## src/obstacle_track_association_defines.svh

```systemverilog
// ----------------------------------------------------------------------------
// Obstacle track association assertion macros
// Shared clocking and reporting form for the block's concurrent checks.
// ----------------------------------------------------------------------------
`ifndef OBSTACLE_TRACK_ASSOCIATION_DEFINES_SVH
`define OBSTACLE_TRACK_ASSOCIATION_DEFINES_SVH

// labeled concurrent check, clocked on clk_i and off during reset
`define OTA_ASSERT(lbl, prop, msg) \
  lbl: assert property (@(posedge clk_i) disable iff (!rst_ni) (prop)) else $error(msg);

// labeled check that cons holds in the cycle after ante
`define OTA_ASSERT_NEXT(lbl, ante, cons, msg) \
  lbl: assert property (@(posedge clk_i) disable iff (!rst_ni) \
    (ante) |=> (cons)) else $error(msg);

`endif

```

## src/ota_pkg.sv

```systemverilog
// ----------------------------------------------------------------------------
// Obstacle track association package
// Shared constants, slot record type and controller states.
// ----------------------------------------------------------------------------
`timescale 1ns / 1ps

package ota_pkg;

  localparam int unsigned TRACK_SLOTS_DEF = 64;
  localparam int unsigned COORD_W         = 16;
  localparam int unsigned SUM_W           = 32;
  localparam int unsigned DIV_STEPS       = 32;

  localparam logic [15:0] COUNT_MAX   = 16'hFFFF;
  localparam logic [15:0] ID_MAX      = 16'hFFFF;
  localparam logic [15:0] RADIUS_RST  = 16'd300;
  localparam logic [15:0] CONFIRM_RST = 16'd3;

  // register select (byte address bit 2)
  localparam logic REG_RADIUS  = 1'b0;
  localparam logic REG_CONFIRM = 1'b1;

  typedef struct packed {
    logic              valid;
    logic [15:0]       id;
    logic [15:0]       count;
    logic [SUM_W-1:0]  sum_x;
    logic [SUM_W-1:0]  sum_y;
    logic [SUM_W-1:0]  sum_z;
    logic [COORD_W-1:0] mean_x;
    logic [COORD_W-1:0] mean_y;
  } slot_rec_t;

  typedef enum logic [1:0] {
    ST_IDLE,
    ST_WALK,
    ST_DECIDE,
    ST_DIV
  } state_e;

endpackage

```

## src/ota_div.sv

```systemverilog
// ----------------------------------------------------------------------------
// Serial mean divider
// Signed sum over unsigned count, truncated, one quotient bit per cycle.
// ----------------------------------------------------------------------------
`timescale 1ns / 1ps

module ota_div import ota_pkg::*; (
  input  logic               clk_i,
  input  logic               rst_ni,
  input  logic               start_i,
  input  logic [SUM_W-1:0]   dividend_i,
  input  logic [15:0]        divisor_i,
  output logic               done_o,
  output logic [COORD_W-1:0] quot_o
);

  localparam int unsigned STEP_W = $clog2(DIV_STEPS);

  logic              run_q, done_q, neg_q;
  logic [STEP_W-1:0] step_q;
  logic [15:0]       d_q;
  logic [SUM_W-1:0]  q_q;
  logic [15:0]       r_q;
  logic [16:0]       rem_sh;
  logic              ge;
  logic [SUM_W-1:0]  qneg;

  assign rem_sh = {r_q, q_q[SUM_W-1]};
  assign ge     = rem_sh >= {1'b0, d_q};
  assign qneg   = SUM_W'(0) - q_q;

  always_ff @(posedge clk_i or negedge rst_ni) begin
    if (!rst_ni) begin
      run_q  <= 1'b0;
      done_q <= 1'b0;
      step_q <= '0;
    end else begin
      done_q <= 1'b0;
      if (start_i) begin
        run_q  <= 1'b1;
        step_q <= '0;
      end else if (run_q) begin
        step_q <= step_q + STEP_W'(1);
        if (step_q == STEP_W'(DIV_STEPS - 1)) begin
          run_q  <= 1'b0;
          done_q <= 1'b1;
        end
      end
    end
  end

  always_ff @(posedge clk_i) begin
    if (start_i) begin
      neg_q <= dividend_i[SUM_W-1];
      q_q   <= dividend_i[SUM_W-1] ? (SUM_W'(0) - dividend_i) : dividend_i;
      d_q   <= divisor_i;
      r_q   <= '0;
    end else if (run_q) begin
      r_q <= ge ? 16'(rem_sh - {1'b0, d_q}) : rem_sh[15:0];
      q_q <= {q_q[SUM_W-2:0], ge};
    end
  end

  assign done_o = done_q;
  assign quot_o = neg_q ? qneg[COORD_W-1:0] : q_q[COORD_W-1:0];

endmodule

```

## config.mk

```make
export PLATFORM = sky130hd
export DESIGN_NAME = ota_div
export DESIGN_NICKNAME = d
export VERILOG_FILES = /design/src/obstacle_track_association_defines.svh /design/src/ota_pkg.sv /design/src/ota_div.sv
export SDC_FILE = /design/constraint.sdc
export NUM_CORES = 1
export LEC_CHECK = 0
export BUFFER_PORTS_ARGS = -buffer_cell sky130_fd_sc_hd__clkbuf_2
export CORE_ASPECT_RATIO = 0.9
export CORE_MARGIN = 2
export CORE_UTILIZATION = 52
export DETAILED_ROUTE_END_ITERATION = 6
export GPL_ROUTABILITY_DRIVEN = 0
export PLACE_DENSITY_LB_ADDON = 0.15
export SYNTH_ARGS = -nofsm -noshare
export SYNTH_HDL_FRONTEND = slang
export SYNTH_SLANG_ARGS = --single-unit
```

## constraint.sdc

```tcl
create_clock -name clk_i -period 2.1 [get_ports clk_i]
set_input_delay 0.21 -clock clk_i [delete_from_list [all_inputs] [get_ports clk_i]]
set_output_delay 0.21 -clock clk_i [all_outputs]
set_load 0.02 [all_outputs]
```

==> impl_metrics.yaml <==
grt:
  grt.met1_usage_pct: 36.0
  track_usage_pct: 27.9
  antenna_found_initial: 0
  use_met3_pct: 6.03
  grt_overflow: 0
  grt_busiest_layer: "met2"
  grt_pass1_wl_um: 21500
  grt_pass1_vias: 4431
  grt.met2_usage_pct: 46.9
  grt_max_degree: 61
synth:
  yosysTopAreaCell: "edfxtp_1"
  synth_fa_ha_area_share_pct: 5.76
  synth_edf_count: 49
  async_flop_share_pct: 9.72
  muxShareOfSynthArea_pct: 0.640
  synth_top_area_share_pct: 31.4
  ys.flop_type: "edfxtp_1"
  netlist_area_um2: 4690
  synth_most_common_cell: "nor2_1"
  synthCells: 508
  ys_types: 58
  ys_ff_latch: 72
  synth_area_leaders: "edfxtp_1 31%, dfxtp_1 6.8%, xor2_1 6.2%"
  synth-simple-area-share_pct: 18.1
  synth_xor_area_share_pct: 10.5
  synth_compound_area_share_pct: 19.0
  synth_nets: 580
  syn_area_per_cell_um2: 9.23
  synth_top_family_by_area: "compound AO/OA/AOI/OAI gates"
  yosysSeqAreaShare_pct: 41.9
  synth_commonest_cells: "55 x nor2_1, 49 x a21oi_1, 49 x edfxtp_1, 40 x nand2_1, 33 x xor2_1"
  ys_warn_count: 0
worst_setup_path:
  crit_path_start_kind: "flip-flop"
  crit_fanout: 3
  required_ns: 1.89
  crit_arrival_ns: 2.23
  end_kind: "output pin"
  path_class: "flip-flop to output pin"
  regToRegSetupSlack_ns: -0.20
layout:
  area_delta_synth_final_pct: 43.3
  stdcell_count: 792
  nFillCells: 574
  nets: 740
  final_cell_area_um2: 6720
  antenna_cells: 0
  seq_area_um2: 1970
  drive_gt1_share_pct: 39.2
  final_core_util_pct: 77.7
  multi_input_area_um2: 3040
timing:
  slew_headroom_pct: 53.4
  fin_ws_ns: -0.336
  period_minus_slack_ns: 2.44
  period_share_pct: 116
  rsz0062_at_grt: "true"
  hold_viol_final: 0
  clock_skew_ns: 0.00657
  fmax_ghz: 0.410
  worst_pin_slew_ns: 0.698
  setup_viol: 26
  slew_viol_final: 0
  holdWs_ns: 0.0198
routing:
  wire_per_inst_um: 17.7
  num_vias: 4628
  first_iter_violations: 297
  vias_per_cell: 5.84
  drt_wl_total_um: 14000
  final_antenna_net_count: 0
  first_pass_iters: 6
  drc: 0
power_and_ir_drop:
  swShare_pct: 36.9
  switching_power_uw: 2510
  finalPower_uw: 6810
  peakVddDrop_mv: 0.653
  leakagePower_uw: 0.00280
  powerDensity_nw_per_um2: 1010
  pwr-share-comb_pct: 51.0
  p_clk_share_pct: 19.9
  seqPwrFrac_pct: 29.0
  internal_power_uw: 4300
placed_design:
  postPlaceCellArea_um2: 5810
  port_buffers: 67
  dp_cells: 758
  dpl.hpwl_um: 8670
outcome:
  violations: "negative setup slack"
  status: "finished, violations left"
floorplan:
  initial_core_util_pct: 54.2
  die_h_um: 94.1
  rows: 32
  dieWidth_um: 104
  io_pins: 68
  dieArea_um2: 9800
  coreArea_um2: 8650
clock_tree:
  cts_root_buf: "clkbuf_8"
  cts_sinks: 72
  cts_htree_levels: 3
  numCtsBuffers: 9
  cts.path.max_buffers: 2
  clk_latency_ns: 0.36
  cts_tree: "yes"
  clk_pin_slew_ns: 0.08
job:
  max_cap_viol_count: 0
min_path:
  hp-class: "input pin to flip-flop"
## power by group through the flow
stage	logic, µW	clock network (µW)	registers, µW
floorplan	1500	0	1920
global placement	2560	0	1950
detailed placement	2620	0	1960
CTS	3110	1370	1950
global route	3710	1430	2000
finish	3480	1360	1980
## metrics by stage
step	setup slack, ns	setup TNS, ns
after floorplan	-0.0773	-0.299
after global placement	-0.190	-2.50
after detailed placement	-0.283	-3.48
after CTS	-0.359	-3.05
after global routing	-0.429	-5.94
final	-0.336	-3.89
## worst max-delay path: stages, from the launching register on
cell,delay [ns]
edfxtp_1,0.42
inv_2,0.10
ha_4,0.14
nand2b_4,0.06
or4_4,0.45
nor2_4,0.10
nand2_2,0.08
o31ai_2,0.21
xnor2_1,0.15
buf_4,0.16
## path summary, 6_finish.rpt
| check | start | endpoint | cells after the start |
|---|---|---|---|
| max | q_q[0]$_DFFE_PP_ | quot_o[12] | 9 |
| min | divisor_i[0] | d_q[0]$_DFFE_PP_ | 1 |
| max reg2reg | d_q[1]$_DFFE_PP_ | r_q[8]$_SDFFE_PP0P_ | 10 |
| min reg2reg | r_q[15]$_SDFFE_PP0P_ | r_q[15]$_SDFFE_PP0P_ | 2 |
| max in group asynchronous | rst_ni | step_q[3]$_DFFE_PN0P_ | 2 |
| min in group asynchronous | rst_ni | done_o$_DFF_PN0_ | 2 |
## logic make-up after synthesis
| logic type | count (synthesis) |
|---|---|
| AND/OR/NAND/NOR | 171 |
| AO/OA/AOI/OAI | 135 |
| flip-flops | 72 |
| XOR/XNOR | 56 |
| buffers and inverters | 50 |
| adder cells (fa/ha/maj) | 21 |
| multiplexers | 3 |
## metal layers
layer | up-vias | wire [µm]
met5 | - | 0
met4 | 0 | 299
met3 | 34 | 964
met2 | 199 | 6990
met1 | 2213 | 5740
li1 | 2182 | -
## sequential cells by signal, summed over array words and instances (netlist names)
name	cells
step_q	5
q_q	32
done_o	1
neg_q	1
run_q	1
r_q	16
d_q	16
## cell type report
cell class / count / area share [%]
tap: 119 / 2.21
clock buffer: 9 / 1.84
clock inverter: 7 / 1.79
inverter: 25 / 1.40
multi-input combinational: 387 / 45.2
sequential: 72 / 29.3
timing repair buffer: 173 / 18.3
## cell usage in the layout (no fill, tap or decap), types with 4 or more instances in the layout
cell / synthesis / routed
a21oi_2: 0 / 5
o31ai_2: 0 / 5
o31ai_1: 20 / 13
inv_1: 25 / 19
ha_4: 0 / 10
clkbuf_8: 0 / 9
buf_4: 1 / 98
clkbuf_2: 0 / 57
xnor2_1: 23 / 22
a211oi_1: 4 / 4
nand2_1: 40 / 39
a21oi_1: 49 / 44
dfxtp_1: 16 / 16
nand4_1: 11 / 11
inv_2: 0 / 6
xor2_1: 33 / 33
dfrtp_1: 7 / 7
nand2b_1: 9 / 6
o211ai_1: 5 / 5
o21ai_2: 0 / 4
nor2_1: 55 / 53
o21ai_0: 25 / 15
buf_6: 0 / 11
nand3_1: 11 / 9
ha_1: 20 / 9
o21ai_1: 1 / 7
or3_1: 7 / 6
nor2b_1: 5 / 5
edfxtp_1: 49 / 49
## repair_timing
item,CTS,global route
gates cloned,2,0
resized for setup,59,51
pin swaps,33,23
hold buffers,1,0
endpoints found under the setup margin,27,28
hold endpoints to repair,7,0
buffers inserted,13,2
(Power assumes the default switching activity.)
