$ cat src/obstacle_track_association_defines.svh
// ----------------------------------------------------------------------------
// Obstacle track association assertion macros
// Shared clocking and reporting form for the block's concurrent checks.
// ----------------------------------------------------------------------------
`ifndef OBSTACLE_TRACK_ASSOCIATION_DEFINES_SVH
`define OBSTACLE_TRACK_ASSOCIATION_DEFINES_SVH

// labeled concurrent check, clocked on clk_i and off during reset
`define OTA_ASSERT(lbl, prop, msg) \
  lbl: assert property (@(posedge clk_i) disable iff (!rst_ni) (prop)) else $error(msg);

// labeled check that cons holds in the cycle after ante
`define OTA_ASSERT_NEXT(lbl, ante, cons, msg) \
  lbl: assert property (@(posedge clk_i) disable iff (!rst_ni) \
    (ante) |=> (cons)) else $error(msg);

`endif

$ cat src/ota_pkg.sv
// ----------------------------------------------------------------------------
// Obstacle track association package
// Shared constants, slot record type and controller states.
// ----------------------------------------------------------------------------
`timescale 1ns / 1ps

package ota_pkg;

  localparam int unsigned TRACK_SLOTS_DEF = 64;
  localparam int unsigned COORD_W         = 16;
  localparam int unsigned SUM_W           = 32;
  localparam int unsigned DIV_STEPS       = 32;

  localparam logic [15:0] COUNT_MAX   = 16'hFFFF;
  localparam logic [15:0] ID_MAX      = 16'hFFFF;
  localparam logic [15:0] RADIUS_RST  = 16'd300;
  localparam logic [15:0] CONFIRM_RST = 16'd3;

  // register select (byte address bit 2)
  localparam logic REG_RADIUS  = 1'b0;
  localparam logic REG_CONFIRM = 1'b1;

  typedef struct packed {
    logic              valid;
    logic [15:0]       id;
    logic [15:0]       count;
    logic [SUM_W-1:0]  sum_x;
    logic [SUM_W-1:0]  sum_y;
    logic [SUM_W-1:0]  sum_z;
    logic [COORD_W-1:0] mean_x;
    logic [COORD_W-1:0] mean_y;
  } slot_rec_t;

  typedef enum logic [1:0] {
    ST_IDLE,
    ST_WALK,
    ST_DECIDE,
    ST_DIV
  } state_e;

endpackage

$ cat src/ota_cell.sv
// ----------------------------------------------------------------------------
// Track slot cell
// Holds one slot record; shifts to its ring neighbor or takes a write-back.
// ----------------------------------------------------------------------------
`timescale 1ns / 1ps

module ota_cell import ota_pkg::*; (
  input  logic      clk_i,
  input  logic      rst_ni,
  input  logic      shift_i,
  input  slot_rec_t rec_i,
  input  logic      wr_i,
  input  slot_rec_t wr_rec_i,
  output slot_rec_t rec_o
);

  logic      valid_q;
  slot_rec_t data_q;

  always_ff @(posedge clk_i or negedge rst_ni) begin
    if (!rst_ni) begin
      valid_q <= 1'b0;
    end else if (wr_i) begin
      valid_q <= wr_rec_i.valid;
    end else if (shift_i) begin
      valid_q <= rec_i.valid;
    end
  end

  always_ff @(posedge clk_i) begin
    if (wr_i) begin
      data_q <= wr_rec_i;
    end else if (shift_i) begin
      data_q <= rec_i;
    end
  end

  always_comb begin
    rec_o       = data_q;
    rec_o.valid = valid_q;
  end

endmodule

$ cat config.mk
export PLATFORM = sky130hd
export DESIGN_NAME = ota_cell
export DESIGN_NICKNAME = d
export VERILOG_FILES = /design/src/obstacle_track_association_defines.svh /design/src/ota_pkg.sv /design/src/ota_cell.sv
export SDC_FILE = /design/constraint.sdc
export NUM_CORES = 1
export LEC_CHECK = 0
export ABC_AREA = 1
export ABC_CLOCK_PERIOD_IN_PS = 800
export BUFFER_PORTS_ARGS = -buffer_cell sky130_fd_sc_hd__buf_2
export CAP_MARGIN = 30
export CORE_AREA = 2 2 187 189
export DETAILED_ROUTE_END_ITERATION = 7
export DIE_AREA = 0 0 189 191
export GPL_TIMING_DRIVEN = 0
export PLACE_DENSITY_LB_ADDON = 0.05
export REMOVE_ABC_BUFFERS = 1
export SLEW_MARGIN = 20
export SYNTH_ARGS = -nofsm -noshare
export SYNTH_HDL_FRONTEND = slang
export SYNTH_SLANG_ARGS = --single-unit
$ cat constraint.sdc
create_clock -name clk_i -period 0.8 [get_ports clk_i]
set_clock_uncertainty 0.15 [all_clocks]
set_input_delay 0 -clock clk_i [delete_from_list [all_inputs] [get_ports clk_i]]
set_output_delay 0 -clock clk_i [all_outputs]
set_load 0.02 [all_outputs]
==> flow_summary.rst <==
.. list-table::
   :header-rows: 1

   * - Metric
     - Value
   * - CTS H-tree depth
     - 4
   * - Post-synthesis cell type with the largest combined area
     - edfxtp_1
   * - Count of final setup violators
     - 172
   * - CTS clk-pin slew, worst paths
     - approximately 70 ps
   * - Number of global-route vias before repair
     - 7908
   * - Final Hold Fails
     - 42
   * - Core Area
     - 34100 um^2
   * - Max Fclk
     - between 0.8 and 0.9 GHz
   * - Longest individual stage delay on the worst path
     - 380 ps
   * - Launching point of the worst reg2reg path
     - valid_q
   * - Gate count of the mapped netlist
     - between 600 and 700
   * - CTS tree
     - yes
   * - Overall routed net length
     - between 30000 and 40000 um
   * - Number of vias in the routed layout
     - slightly below 8000
   * - Synth Cell Area
     - ~7000 um^2
   * - Cell Rows
     - 68
   * - Antenna violations before repair
     - 3
   * - Number of standard cells in the final layout excluding fillers
     - between 1500 and 2000
   * - Worst-margin pin slew
     - approximately 360 ps
   * - End point of the worst hold path
     - valid_q
   * - Final cell area excluding filler cells
     - 14800 um^2
   * - Maximum Capacitance Violations
     - 0
   * - Ratio of total power to cell area
     - around 1700 nW/um^2
   * - Die area
     - 36100 um^2
   * - Max Transition Viols Final
     - 0
   * - Residual DRC count
     - 0
   * - Global-route wire length before repair
     - 45100 um
   * - Final core occ
     - 0.435
   * - Fraction of the mapped netlist area in simple logic gates
     - 0.264
   * - Worst setup EP type
     - primary output
   * - Wirelength per Cell
     - 15.9 um
   * - Sequential element share of the synthesized area
     - 0.699
   * - Die Height
     - 191 um
   * - Net total in the final layout
     - 1827
   * - Routability-driven placement congestion ratio
     - between 0.7 and 0.8
   * - Leakage dissipation
     - a little over 7 nW
   * - Main area contributors after synthesis
     - edfxtp_1, nand2_1, buf_2
   * - VDD IR max
     - 0.00136 V
   * - IO Count
     - 487
   * - Master cell of the clock root buffer
     - clkbuf_16
   * - Ordered cell list for the critical path
     - buf_2
   * - Period utilization
     - 1.41
   * - Average size of a mapped cell
     - between 10 and 15 um^2
   * - Starting Density
     - 0.203
   * - Count of hold-fix buffers inserted at cts
     - 324
   * - Remaining antenna violation count after routing
     - 0
   * - Area Overhead vs Synth
     - 114%
   * - Xor and xnor area share after synthesis
     - 0
   * - Final hold slack
     - -255 ps
   * - Relative contribution of combinational cells to total power
     - 0.262
   * - Source-to-sink clock delay at the later pin of the worst-skew pair
     - between 400 and 500 ps
   * - Unrepaired setup endpoints after global routing
     - true
   * - Failing checks
     - hold timing, setup timing
   * - Number of buffers added by the clock tree synthesis step
     - 17
   * - Arrival time of data at the critical path endpoint
     - 980 ps
   * - GRT Total Usage
     - 0.167
   * - Crit-path max FO
     - 1
   * - Sink Count
     - ~160
   * - Setup slack of the most critical reg-to-reg path
     - roughly 10 ps
   * - Total of flip-flops plus latches after synthesis
     - 161
   * - Global-route congestion overflow total
     - 0
   * - Cell family with most CP delay
     - flip-flops
   * - Type of the worst setup path
     - reg2out
   * - X dimension of the die
     - 189 um
   * - Area fraction in compound gates after synthesis
     - 0
   * - First-pass iteration count of the detailed router
     - 4
   * - Post-DP HPWL
     - 18000 um
   * - Slowest CP cell
     - edfxtp_1
   * - First DRT Iteration DRCs
     - 237
   * - Minimum setup slack in the final design
     - -325 ps
   * - Int Pwr
     - approximately 19 mW
   * - Ratio of routed vias to standard cells
     - 3.90
   * - Hold/Removal Path Class
     - in2reg
   * - Post-place instance area
     - just under 10000 um^2
   * - Sequential cell fraction of total power
     - 0.419
   * - Fraction of post-synthesis cell area in the top cell type by area
     - 0.695
   * - R2R Path End
     - valid_q
   * - CP bufs+invs
     - 1
   * - Final Critical Period
     - 1130 ps
   * - Critical path required time
     - 650 ps
   * - Combinational family with the most area after synthesis
     - simple AND/OR/NAND/NOR gates
   * - Headroom to the max-slew limit
     - 0.757
   * - Startpoint type of the worst setup path
     - flip-flop
   * - Multiplexer area fraction after synthesis
     - 0
   * - Fraction of layout instances using a drive strength above 1
     - 0.357
   * - Hold depth
     - 3
   * - Pin count of the biggest net entering global routing
     - 76
   * - Clock power frac
     - 0.319
   * - Port buffer count
     - 486
   * - Distinct cell type count after synthesis
     - 10
   * - Outcome
     - complete, but fails checks
   * - Startpoint of the tightest hold check path
     - shift_i
   * - Deepest clock path buffer count
     - 2
   * - Placed cell count
     - 1592
   * - YS warnings
     - 0
   * - Cells on worst reg2reg path
     - 2
   * - Switching power of the nets
     - ~7.1 mW
   * - Fraction of the mapped netlist area in adder cells
     - 0
   * - Sw frac
     - 0.276
## power by group through the flow
stage / Combinational [mW] / Clock, mW / Sequential, mW
final: 6.70 / 8.16 / 10.7
after detailed placement: 4.26 / 0 / 10.7
after floorplan: 0.746 / 0 / 12.1
after global placement: 4.31 / 0 / 10.8
after CTS: 6.33 / 8.48 / 10.6
after global routing: 7.15 / 8.76 / 10.8
## worst max path at each step
stage                     startpoint          to  slack (ps)  cells after the start
after floorplan                 wr_i    rec_o[0]       -2980                      2
after global placement          wr_i   rec_o[70]       -7700                      3
after detailed placement        wr_i   rec_o[94]       -1560                      4
after CTS                  rec_o[81]   rec_o[81]        -360                      1
after global routing      rec_o[122]  rec_o[122]        -390                      1
final                      rec_o[51]   rec_o[51]        -330                      1
## through the flow
| step | worst slack (ps) | total power [mW] | setup TNS [ps] |
|---|---|---|---|
| after global routing | -386 | 26.7 | -57110 |
| after CTS | -361 | 25.5 | -53400 |
| after detailed placement | -1560 | 15.0 | -355730 |
| after floorplan | -2980 | 12.8 | -537540 |
| final | -325 | 25.6 | -48620 |
| after global placement | -7700 | 15.1 | -1938820 |
## metal layers
metal | GRT usage | wire length, um
met1 | 0.188 | 12400
met2 | 0.301 | 16100
met3 | 0.0503 | 2180
met4 | 0.0562 | 704
met5 | 0 | 0
## cell type report
class	count	area, um^2
inverters	2	50.0
repair buffers	830	6930
well taps	455	569
flip-flops and latches	161	4830
multi-input cells	485	1840
diodes	2	5.00
repair inverters	4	46.3
fillers	3295	19300
clock inverters	9	110
clock buffers	23	448
## layout by cell type (no fill, tap or decap)
cell | synthesis | layout
bufbuf_16 | 0 | 5
edfxtp_1 | 160 | 160
clkbuf_1 | 0 | 6
clkinvlp_4 | 0 | 6
buf_6 | 10 | 132
dlygate4sd3_1 | 0 | 324
buf_12 | 0 | 1
clkinv_2 | 0 | 1
buf_4 | 3 | 8
nor2_4 | 0 | 1
nand2_2 | 0 | 2
bufinv_16 | 0 | 3
buf_16 | 0 | 7
nand3_1 | 2 | 2
inv_16 | 0 | 2
diode_2 | 0 | 2
clkbuf_16 | 0 | 17
nand2_1 | 482 | 480
dfrtp_1 | 1 | 1
inv_6 | 0 | 3
buf_2 | 23 | 353
## timing repair
action                     in CTS  in global routing
pin swaps                       1                  1
buffers inserted                4                  5
hold endpoints to repair      162                 44
cloned                         12                  0
setup endpoints to repair     482                280
resized for setup             151                132
## worst min-delay path, cell delays in order
cell     delay (ps)
buf_2           110
nand3_1          80
nand3_1          90
## cell usage after synthesis
cell / count
nand2_1: 482
edfxtp_1: 160
buf_2: 23
buf_6: 10
buf_4: 3
nand3_1: 2
dfrtp_1: 1
inv_1: 1
inv_4: 1
nor2_1: 1
## cell families (layout without fill, tap and decap cells)
kind of cell	after synthesis	after routing
simple gates	485	485
flops	161	161
buf+inv	38	868
other cells	0	2
## sequential cells by signal (all words and copies together), names as in the netlist
name     count
rec_o      160
valid_q      1
(Power assumes the default switching activity.)
